<file path="src/reliable_stream_reassembly_assert.svh">
// Assertion macros shared by the reassembly receiver.
`ifndef RELIABLE_STREAM_REASSEMBLY_ASSERT_SVH
`define RELIABLE_STREAM_REASSEMBLY_ASSERT_SVH

// Same-cycle implication, checked outside reset.
`define RSR_ASSERT_IMPL(label, clk, rst_n, ante, cons, msg) \
    label: assert property (@(posedge clk) disable iff (!rst_n) (ante) |-> (cons)) \
        else $error(msg);

// Next-cycle implication, checked outside reset.
`define RSR_ASSERT_NEXT(label, clk, rst_n, ante, cons, msg) \
    label: assert property (@(posedge clk) disable iff (!rst_n) (ante) |=> (cons)) \
        else $error(msg);

`endif

</file>
<file path="src/rsr_pkg.sv">
// Shared types, codes and defaults of the stream reassembly receiver.
`default_nettype none
package rsr_pkg;

    localparam int unsigned RING_BYTES_DEF  = 65536;
    localparam int unsigned SLOT_COUNT_DEF  = 64;
    localparam int unsigned MAX_PAYLOAD_DEF = 1000;
    localparam int unsigned READ_MAX_DEF    = 32;

    localparam logic [7:0]  SEG_MAGIC     = 8'h45;
    localparam int unsigned FLAG_DATA_BIT = 0;
    localparam logic [31:0] TIMEOUT_RESET = 32'd200;
    localparam logic [31:0] RETRY_RESET   = 32'd100;

    localparam int unsigned QUEUE_DEPTH = 4;
    localparam int unsigned QUEUE_W     = 2;

    typedef enum logic [1:0] {
        OP_HEADER  = 2'd0,
        OP_PAYLOAD = 2'd1,
        OP_TICK    = 2'd2,
        OP_READ    = 2'd3
    } t_op;

    typedef enum logic [1:0] {
        KIND_ACK    = 2'd0,
        KIND_RESEND = 2'd1,
        KIND_READ   = 2'd2,
        KIND_EMPTY  = 2'd3
    } t_kind;

    typedef enum logic {
        CFG_TIMEOUT = 1'b0,
        CFG_RETRY   = 1'b1
    } t_cfg_idx;

    typedef enum logic [1:0] {
        CP_INORDER,
        CP_PARK,
        CP_MERGE
    } t_copy;

    typedef enum logic [3:0] {
        S_IDLE,
        S_FIN,
        S_OLD_ACK,
        S_TIMER,
        S_EMPTY,
        S_READ_RD,
        S_READ_EMIT,
        S_ACK_CHK,
        S_MERGE,
        S_SCAN_RD,
        S_SCAN_CMP,
        S_COPY
    } t_bstate;

    // Classified input word handed from front to back
    typedef struct packed {
        t_op         op;
        logic        hdr_ok;
        logic [15:0] seg_length;
        logic [31:0] seg_seq;
        logic [7:0]  payload_byte;
        logic        payload_last;
        logic [5:0]  read_n;
    } t_item;

    typedef struct packed {
        t_kind       kind;
        logic [31:0] control_seq;
        logic [7:0]  read_byte;
        logic        read_last;
    } t_result;

endpackage
`default_nettype wire

</file>
<file path="src/rsr_front.sv">
// Input side: accepts words, classifies them and queues them for the engine.
`default_nettype none
module rsr_front import rsr_pkg::*; #(
    parameter int unsigned MAX_PAYLOAD = MAX_PAYLOAD_DEF,
    parameter int unsigned READ_MAX    = READ_MAX_DEF
) (
    input  wire logic        i_clk,
    input  wire logic        i_rst_n,
    input  wire logic        i_s_axis_tvalid,
    output logic             o_s_axis_tready,
    input  wire logic [79:0] i_s_axis_tdata,
    input  wire logic [1:0]  i_s_axis_tuser,
    input  wire logic        i_s_axis_tlast,
    output logic             o_item_valid,
    input  wire logic        i_item_ready,
    output t_item            o_item
);

    t_item               r_queue [QUEUE_DEPTH];
    logic [QUEUE_W-1:0]  r_wptr, r_rptr;
    logic [QUEUE_W:0]    r_count;
    t_item               cls;
    logic                push, pop;
    logic [7:0]          magic, flags;
    logic [15:0]         len;
    logic [5:0]          limit;

    assign magic = i_s_axis_tdata[7:0];
    assign flags = i_s_axis_tdata[15:8];
    assign len   = i_s_axis_tdata[31:16];
    assign limit = i_s_axis_tdata[77:72];

    // Classify the incoming word
    always_comb begin
        cls.op           = t_op'(i_s_axis_tuser);
        cls.hdr_ok       = (magic == SEG_MAGIC) && flags[FLAG_DATA_BIT] && (len != 16'd0)
                           && (32'(len) <= 32'(MAX_PAYLOAD));
        cls.seg_length   = len;
        cls.seg_seq      = i_s_axis_tdata[63:32];
        cls.payload_byte = i_s_axis_tdata[71:64];
        cls.payload_last = i_s_axis_tlast;
        cls.read_n       = (32'(limit) > 32'(READ_MAX)) ? 6'(READ_MAX) : limit;
    end

    assign o_s_axis_tready = (r_count != (QUEUE_W+1)'(QUEUE_DEPTH));
    assign o_item_valid    = (r_count != '0);
    assign o_item          = r_queue[r_rptr];
    assign push            = i_s_axis_tvalid && o_s_axis_tready;
    assign pop             = o_item_valid && i_item_ready;

    // Advance queue pointers
    always_ff @(posedge i_clk) begin
        if (!i_rst_n) begin
            r_wptr  <= '0;
            r_rptr  <= '0;
            r_count <= '0;
        end else begin
            if (push) r_wptr <= r_wptr + 1'b1;
            if (pop)  r_rptr <= r_rptr + 1'b1;
            if (push && !pop)      r_count <= r_count + 1'b1;
            else if (pop && !push) r_count <= r_count - 1'b1;
        end
    end

    // Store the classified word
    always_ff @(posedge i_clk) begin
        if (push) r_queue[r_wptr] <= cls;
    end

endmodule
`default_nettype wire

</file>
<file path="config.mk">
export PLATFORM = sky130hd
export DESIGN_NAME = rsr_front
export DESIGN_NICKNAME = d
export VERILOG_FILES = /design/src/reliable_stream_reassembly_assert.svh /design/src/rsr_pkg.sv /design/src/rsr_front.sv
export SDC_FILE = /design/constraint.sdc
export NUM_CORES = 1
export LEC_CHECK = 0
export BUFFER_PORTS_ARGS = -buffer_cell sky130_fd_sc_hd__buf_2
export CORE_MARGIN = 4
export CORE_UTILIZATION = 60
export CTS_CLUSTER_SIZE = 30
export DETAILED_ROUTE_END_ITERATION = 16
export HOLD_SLACK_MARGIN = 0.15
export PLACE_DENSITY = 0.84
export SYNTH_ARGS = -nofsm -noshare
export SYNTH_HDL_FRONTEND = slang
export SYNTH_SLANG_ARGS = --single-unit
</file>
<file path="constraint.sdc">
create_clock -name i_clk -period 6.8 [get_ports i_clk]
set_clock_uncertainty 0.15 [all_clocks]
set_input_delay 1.7 -clock i_clk [delete_from_list [all_inputs] [get_ports i_clk]]
set_output_delay 1.7 -clock i_clk [all_outputs]
set_load 0.02 [all_outputs]
</file>
==> impl_metrics.ini, run 1 <==
[setup_path]
crit_path_end_kind = output pin
startpoint_type = flip-flop
worstPathMaxFanout = 44
critPathMaxStageDelay_ns = 0.92
critPathRequiredTime_ns = 4.95
slowest_stage = dfxtp_4
path_buf_inv = 2
cp_data_arrival_time_ns = 2.77
critPathTopFamily = flip-flops
critical_path_class = reg2out
cp_cell_sequence = buf_4 > mux4_2 > buf_2

[sta]
finalWorstSetupSlack_ns = 2.179
grt_setup_unrepaired = false
drv_slew = 0
relSlewSlack = 0.3060
setup_violations = 0
max_slew.worst_pin.slew_ns = 1.041
setup_tns_ns = 0
fin_crit_sh = 0.6795
post-route-min-period_ns = 4.621
max_freq_mhz = 216.4
hold_viol = 0

[route]
dr.pass1.iters = 4
antenna_left = 0
drtIter0Drc = 284
vias = 4723
wl_per_cell_um = 23.45
wl_um = 19000
drc = 0
via_per_inst = 5.831

[cts]
clock-sinks = 273
cts_inserted_buffers = 27
hold_buffers = 0
cts.clk_slew.worst_paths_ns = 0.06
post_cts_buffers = 0
cts_root_buf = clkbuf_16
cts_tree = built
cts_buffer_depth = 3
htreeDepth = 1
cts_resized = 0
clk_latency_ns = 0.50

[layout]
final_common_cell = edfxtp_1
layout-drive-gt1-share = 0.4244
register_area_um2 = 8115
multi_input_area_um2 = 1878
fillerInstances = 978
final_cell_mix = edfxtp_1, buf_2, mux4_2
area_growth_pct = 17.34
finish.net_count = 664
final_cells = 810

[logic_synthesis]
synth_edf_count = 264
synth_seq_area_share = 0.8031
synth-xor-area-share = 0.003470
synth-compound-area-share = 0.007436
synth-seq-cells = 273
synthFlopType = edfxtp_1
ys.warnings.count = 0
synth-simple-area-share = 0.01673
synth.net_count = 504
avgSynthCellArea_um2 = 24.56
muxShareOfSynthArea = 0.1482
async_reset_ff_frac = 0
syn-instance-count = 411
synth.cell_area_um2 = 10100
synth_top_family_by_area = multiplexers
synth_cell_type_count = 29
synth_fa_ha_area_frac = 0.008179

[floorplan]
rows = 47
fp.dieH_um = 137.7
fp.coreArea_um2 = 16520
dieWidth_um = 137.7
io_pins = 155
start_util = 0.6110
dieArea_um2 = 18970

[global_routing]
grt_max_degree = 67
antenna_found_initial = 1
first_global_vias = 5172
track_usage = 0.2030
grt_pass1_wl_um = 28750
overflow = 0

[placed_design]
dp.final_hpwl_um = 10800
gp_congestion = 0.7057
dpl.cell_count = 762
dp_slack_ns = 2.563
place.port_buffers = 145

[flow_run]
drv_cap = 0

[power]
max-vdd-ir-drop_mv = 0.2488
pwr_density_cell_nw_per_um2 = 386.5
leakage_uw = 0.003991

[run_status]
outcome = finished, final reports clean

[min_path]
min_path_type = reg2reg
worst register-to-register path, delay by kind of cell (launching register included):
kind,cells,cell delay (ns)
AO/OA/AOI/OAI,2,0.59
XOR/XNOR,1,0.19
adder cells (fa/ha/maj),2,0.68
buffers and inverters,1,0.08
flip-flops,1,0.38
AND/OR/NAND/NOR,1,0.30
report_power, final:
part           internal [uW]  leakage [uW]  switching (uW)
combinational            465       0.00110             565
sequential              2020       0.00250             144
clock                    816      0.000396             564
synth_stat cells (2+ instances only):
| cell type | instances | area, um^2 |
|---|---|---|
| clkbuf_1 | 3 | 11.26 |
| a21oi_1 | 3 | 15.01 |
| nor3_1 | 3 | 15.01 |
| mux4_2 | 66 | 1486 |
| ha_1 | 5 | 62.56 |
| inv_1 | 6 | 22.52 |
| buf_2 | 5 | 25.02 |
| edfxtp_1 | 264 | 7928 |
| o21ai_0 | 3 | 15.01 |
| nor2_1 | 6 | 22.52 |
| buf_4 | 2 | 15.01 |
| buf_6 | 5 | 56.30 |
| and3_1 | 5 | 31.28 |
| nor2b_1 | 5 | 31.28 |
| nand3_1 | 2 | 10.01 |
| nor4bb_1 | 2 | 20.02 |
| nor4_1 | 2 | 12.51 |
| or3_1 | 2 | 12.51 |
| dfxtp_1 | 9 | 180.2 |
| xor2_1 | 4 | 35.03 |
state kept, by name, summed over array words and instances, names as in the netlist, named ones only:
name,cells
r_count,3
r_queue,264
r_rptr,2
r_wptr,2
through the flow:
stage	utilization	power, uW	cell area (um^2)	hold WS (ns)
floorplan	-	2919	10100	0.3337
global placement	0.6671	3204	11020	0.3440
detailed placement	0.6671	3244	11020	0.3658
CTS	0.7167	4632	11840	0.3733
global route	0.7169	4770	11850	0.3987
finish	0.7169	4578	11850	0.3749
cell type report:
type,instances,share of cell area
Clock buffer,39,0.06168
Antenna cell,1,0.0002112
Multi-Input combinational cell,117,0.1585
Clock inverter,8,0.007499
Sequential cell,273,0.6850
Timing Repair Buffer,146,0.06189
Tap cell,220,0.02324
Inverter,6,0.001901
logic make-up after synthesis:
family	count (synthesis)
simple gates	29
fa+ha+maj	6
flops	273
xor+xnor	4
compound gates	11
mux	67
buf+inv	21
final timing paths:
| check | startpoint | endpoint | slack, ns | cells after the start |
|---|---|---|---|---|
| worst max-delay path | flip-flop | o_item[25] | 2.18 | 3 |
| worst min-delay path | r_wptr[0] | r_wptr[0] | 0.37 | 2 |
| worst max register to register | r_count[0] | r_count[2] | 4.38 | 7 |
| worst min register to register | r_wptr[0] | r_wptr[0] | 0.37 | 2 |
metal layers:
layer  vias up  global-route usage  share of wire
li1       2082                   -              -
met1      2477              0.2646           0.38
met2       143              0.3590           0.54
met3        21             0.04018          0.060
met4         0             0.04501          0.011
met5         -                   0              0
No activity file was read; power rests on OpenSTA's default activity.
==> run 2: changes to the inputs <==
Settings changed: CORE_UTILIZATION 60 to 51, PLACE_DENSITY 0.84 to 0.76.
Clock period 6.8 ns to 4.07 ns, I/O delays scaled along.
==> run 2 against run 1 <==
  * Die area grew 17%
  * Register-to-register slack got worse by 2.7 ns
  * Power increased by 74%
  * Critical path depth stayed put
  * Hold slack improved by 0.0037 ns
  * Final cell count rose by 5.6%
  * Routed wire length shrank 4.9%
  * Clock power up 88%
  * Via count down 0.91%
==> impl_metrics.ini, run 2 (same netlist as run 1, synthesis figures left out) <==
[sta]
drv_slew = 0
setup_tns_ns = 0
post-route-min-period_ns = 3.381
grt_setup_unrepaired = false
max_slew.worst_pin.slew_ns = 1.053
fin_crit_sh = 0.8307
setup_violations = 0
finalWorstSetupSlack_ns = 0.6892
relSlewSlack = 0.2979
hold_viol = 0
max_freq_mhz = 295.8

[cts]
cts_inserted_buffers = 27
cts_root_buf = clkbuf_16
cts_buffer_depth = 3
cts.clk_slew.worst_paths_ns = 0.06
post_cts_buffers = 0
htreeDepth = 1
clk_latency_ns = 0.52
clock-sinks = 273
cts_tree = built
hold_buffers = 0
cts_resized = 0

[global_routing]
overflow = 0
antenna_found_initial = 0
grt_pass1_wl_um = 28360
first_global_vias = 5227
grt_max_degree = 67
track_usage = 0.1648

[layout]
final_cells = 855
n_antenna_cell = 0
largest_register_ff_count = 264
area_growth_pct = 19.41
final_common_cell = edfxtp_1
final_cell_mix = edfxtp_1, buf_2, mux4_2
regMostFlops = r_queue
largestRegisters = r_queue: 264 flops, r_count: 3 flops
finish.net_count = 668
layout-drive-gt1-share = 0.4407

[floorplan]
fp.dieH_um = 148.7
start_util = 0.5187
dieArea_um2 = 22110
io_pins = 155
dieWidth_um = 148.7
rows = 51
fp.coreArea_um2 = 19460

[route]
dr.pass1.iters = 4
drtIter0Drc = 241
vias = 4680
wl_per_cell_um = 21.12
antenna_left = 0
drc = 0
via_per_inst = 5.474
wl_um = 18060

[placed_design]
gp_congestion = 0.7332
dp.final_hpwl_um = 10720
dpl.cell_count = 811
dp_slack_ns = 1.147
place.port_buffers = 145

[setup_path]
critPathRequiredTime_ns = 2.90
crit_path_end_kind = output pin
critPathMaxStageDelay_ns = 0.59
reg2reg_slack_ns = 1.68
slowest_stage = dfxtp_4
critPathTopFamily = flip-flops
path_buf_inv = 2
critical_path_class = reg2out
cp_cell_sequence = buf_4 > mux4_2 > buf_2
worstPathMaxFanout = 18
startpoint_type = flip-flop
cp_data_arrival_time_ns = 2.21
critical_path_depth = 3
reg2regPathDepth = 7

[min_path]
min_path_type = reg2reg
hold_depth = 2

[power]
leakage_uw = 0.004075
max-vdd-ir-drop_mv = 0.5452
pwr_density_cell_nw_per_um2 = 659.4

[flow_run]
drv_cap = 0

[run_status]
outcome = finished, final reports clean
-- run 2: cell count changes in the layout (fill, tap and decap cells not counted), sizes merged --
cell    delta
inv        -1
bufinv     +5
diode      -1
buf        +4
clkinv     +1
clkbuf     -8
-- run 2: layout make-up --
cell class,instances,area [um^2]
repair buffers,150,775.7
fillers,1333,7407
flip-flops and latches,273,8115
well taps,265,331.6
inverters,6,22.52
multi-input cells,117,1878
clock inverters,13,241.5
clock buffers,31,690.7
-- run 2: power breakdown --
part           internal [uW]  switching [uW]
logic                    799            1030
clock network           1650             956
registers               3380             140
total                   5830            2120
-- run 2: path summary, 6_finish.rpt --
| kind | endpoint | startpoint |
|---|---|---|
| setup / recovery | o_item[27] | flip-flop |
| hold / removal | r_rptr[1] | r_rptr[1] |
| setup reg to reg | r_count[2] | r_count[0] |
| hold reg to reg | r_rptr[1] | r_rptr[1] |
-- run 2: metrics by stage --
step | cell area (um^2) | hold slack, ns | utilization | total power, uW
6_report | 12060 | 0.3785 | 0.6194 | 7950
5_1_grt | 12060 | 0.4138 | 0.6194 | 8282
4_1_cts | 12060 | 0.3848 | 0.6194 | 8060
3_5_place_dp | 11120 | 0.3656 | 0.5715 | 5452
3_3_place_gp | 11120 | 0.3446 | 0.5715 | 5404
2_1_floorplan | 10100 | 0.3337 | - | 4876
-- run 2: worst register-to-register path: stages, from the launching register on --
cell	delay, ns
dfxtp_1	0.37
o31ai_1	0.42
ha_1	0.26
inv_1	0.06
fa_1	0.37
xor2_1	0.17
or3_1	0.32
a21oi_1	0.18
-- run 2: metal layers --
layer  global-route usage  up-vias  routed length, um
met5                    0        -                  0
li1                     -     2079                  -
met2               0.2878      135               9600
met4              0.04296        0                458
met3              0.03595       33               1003
met1               0.2124     2433               6997
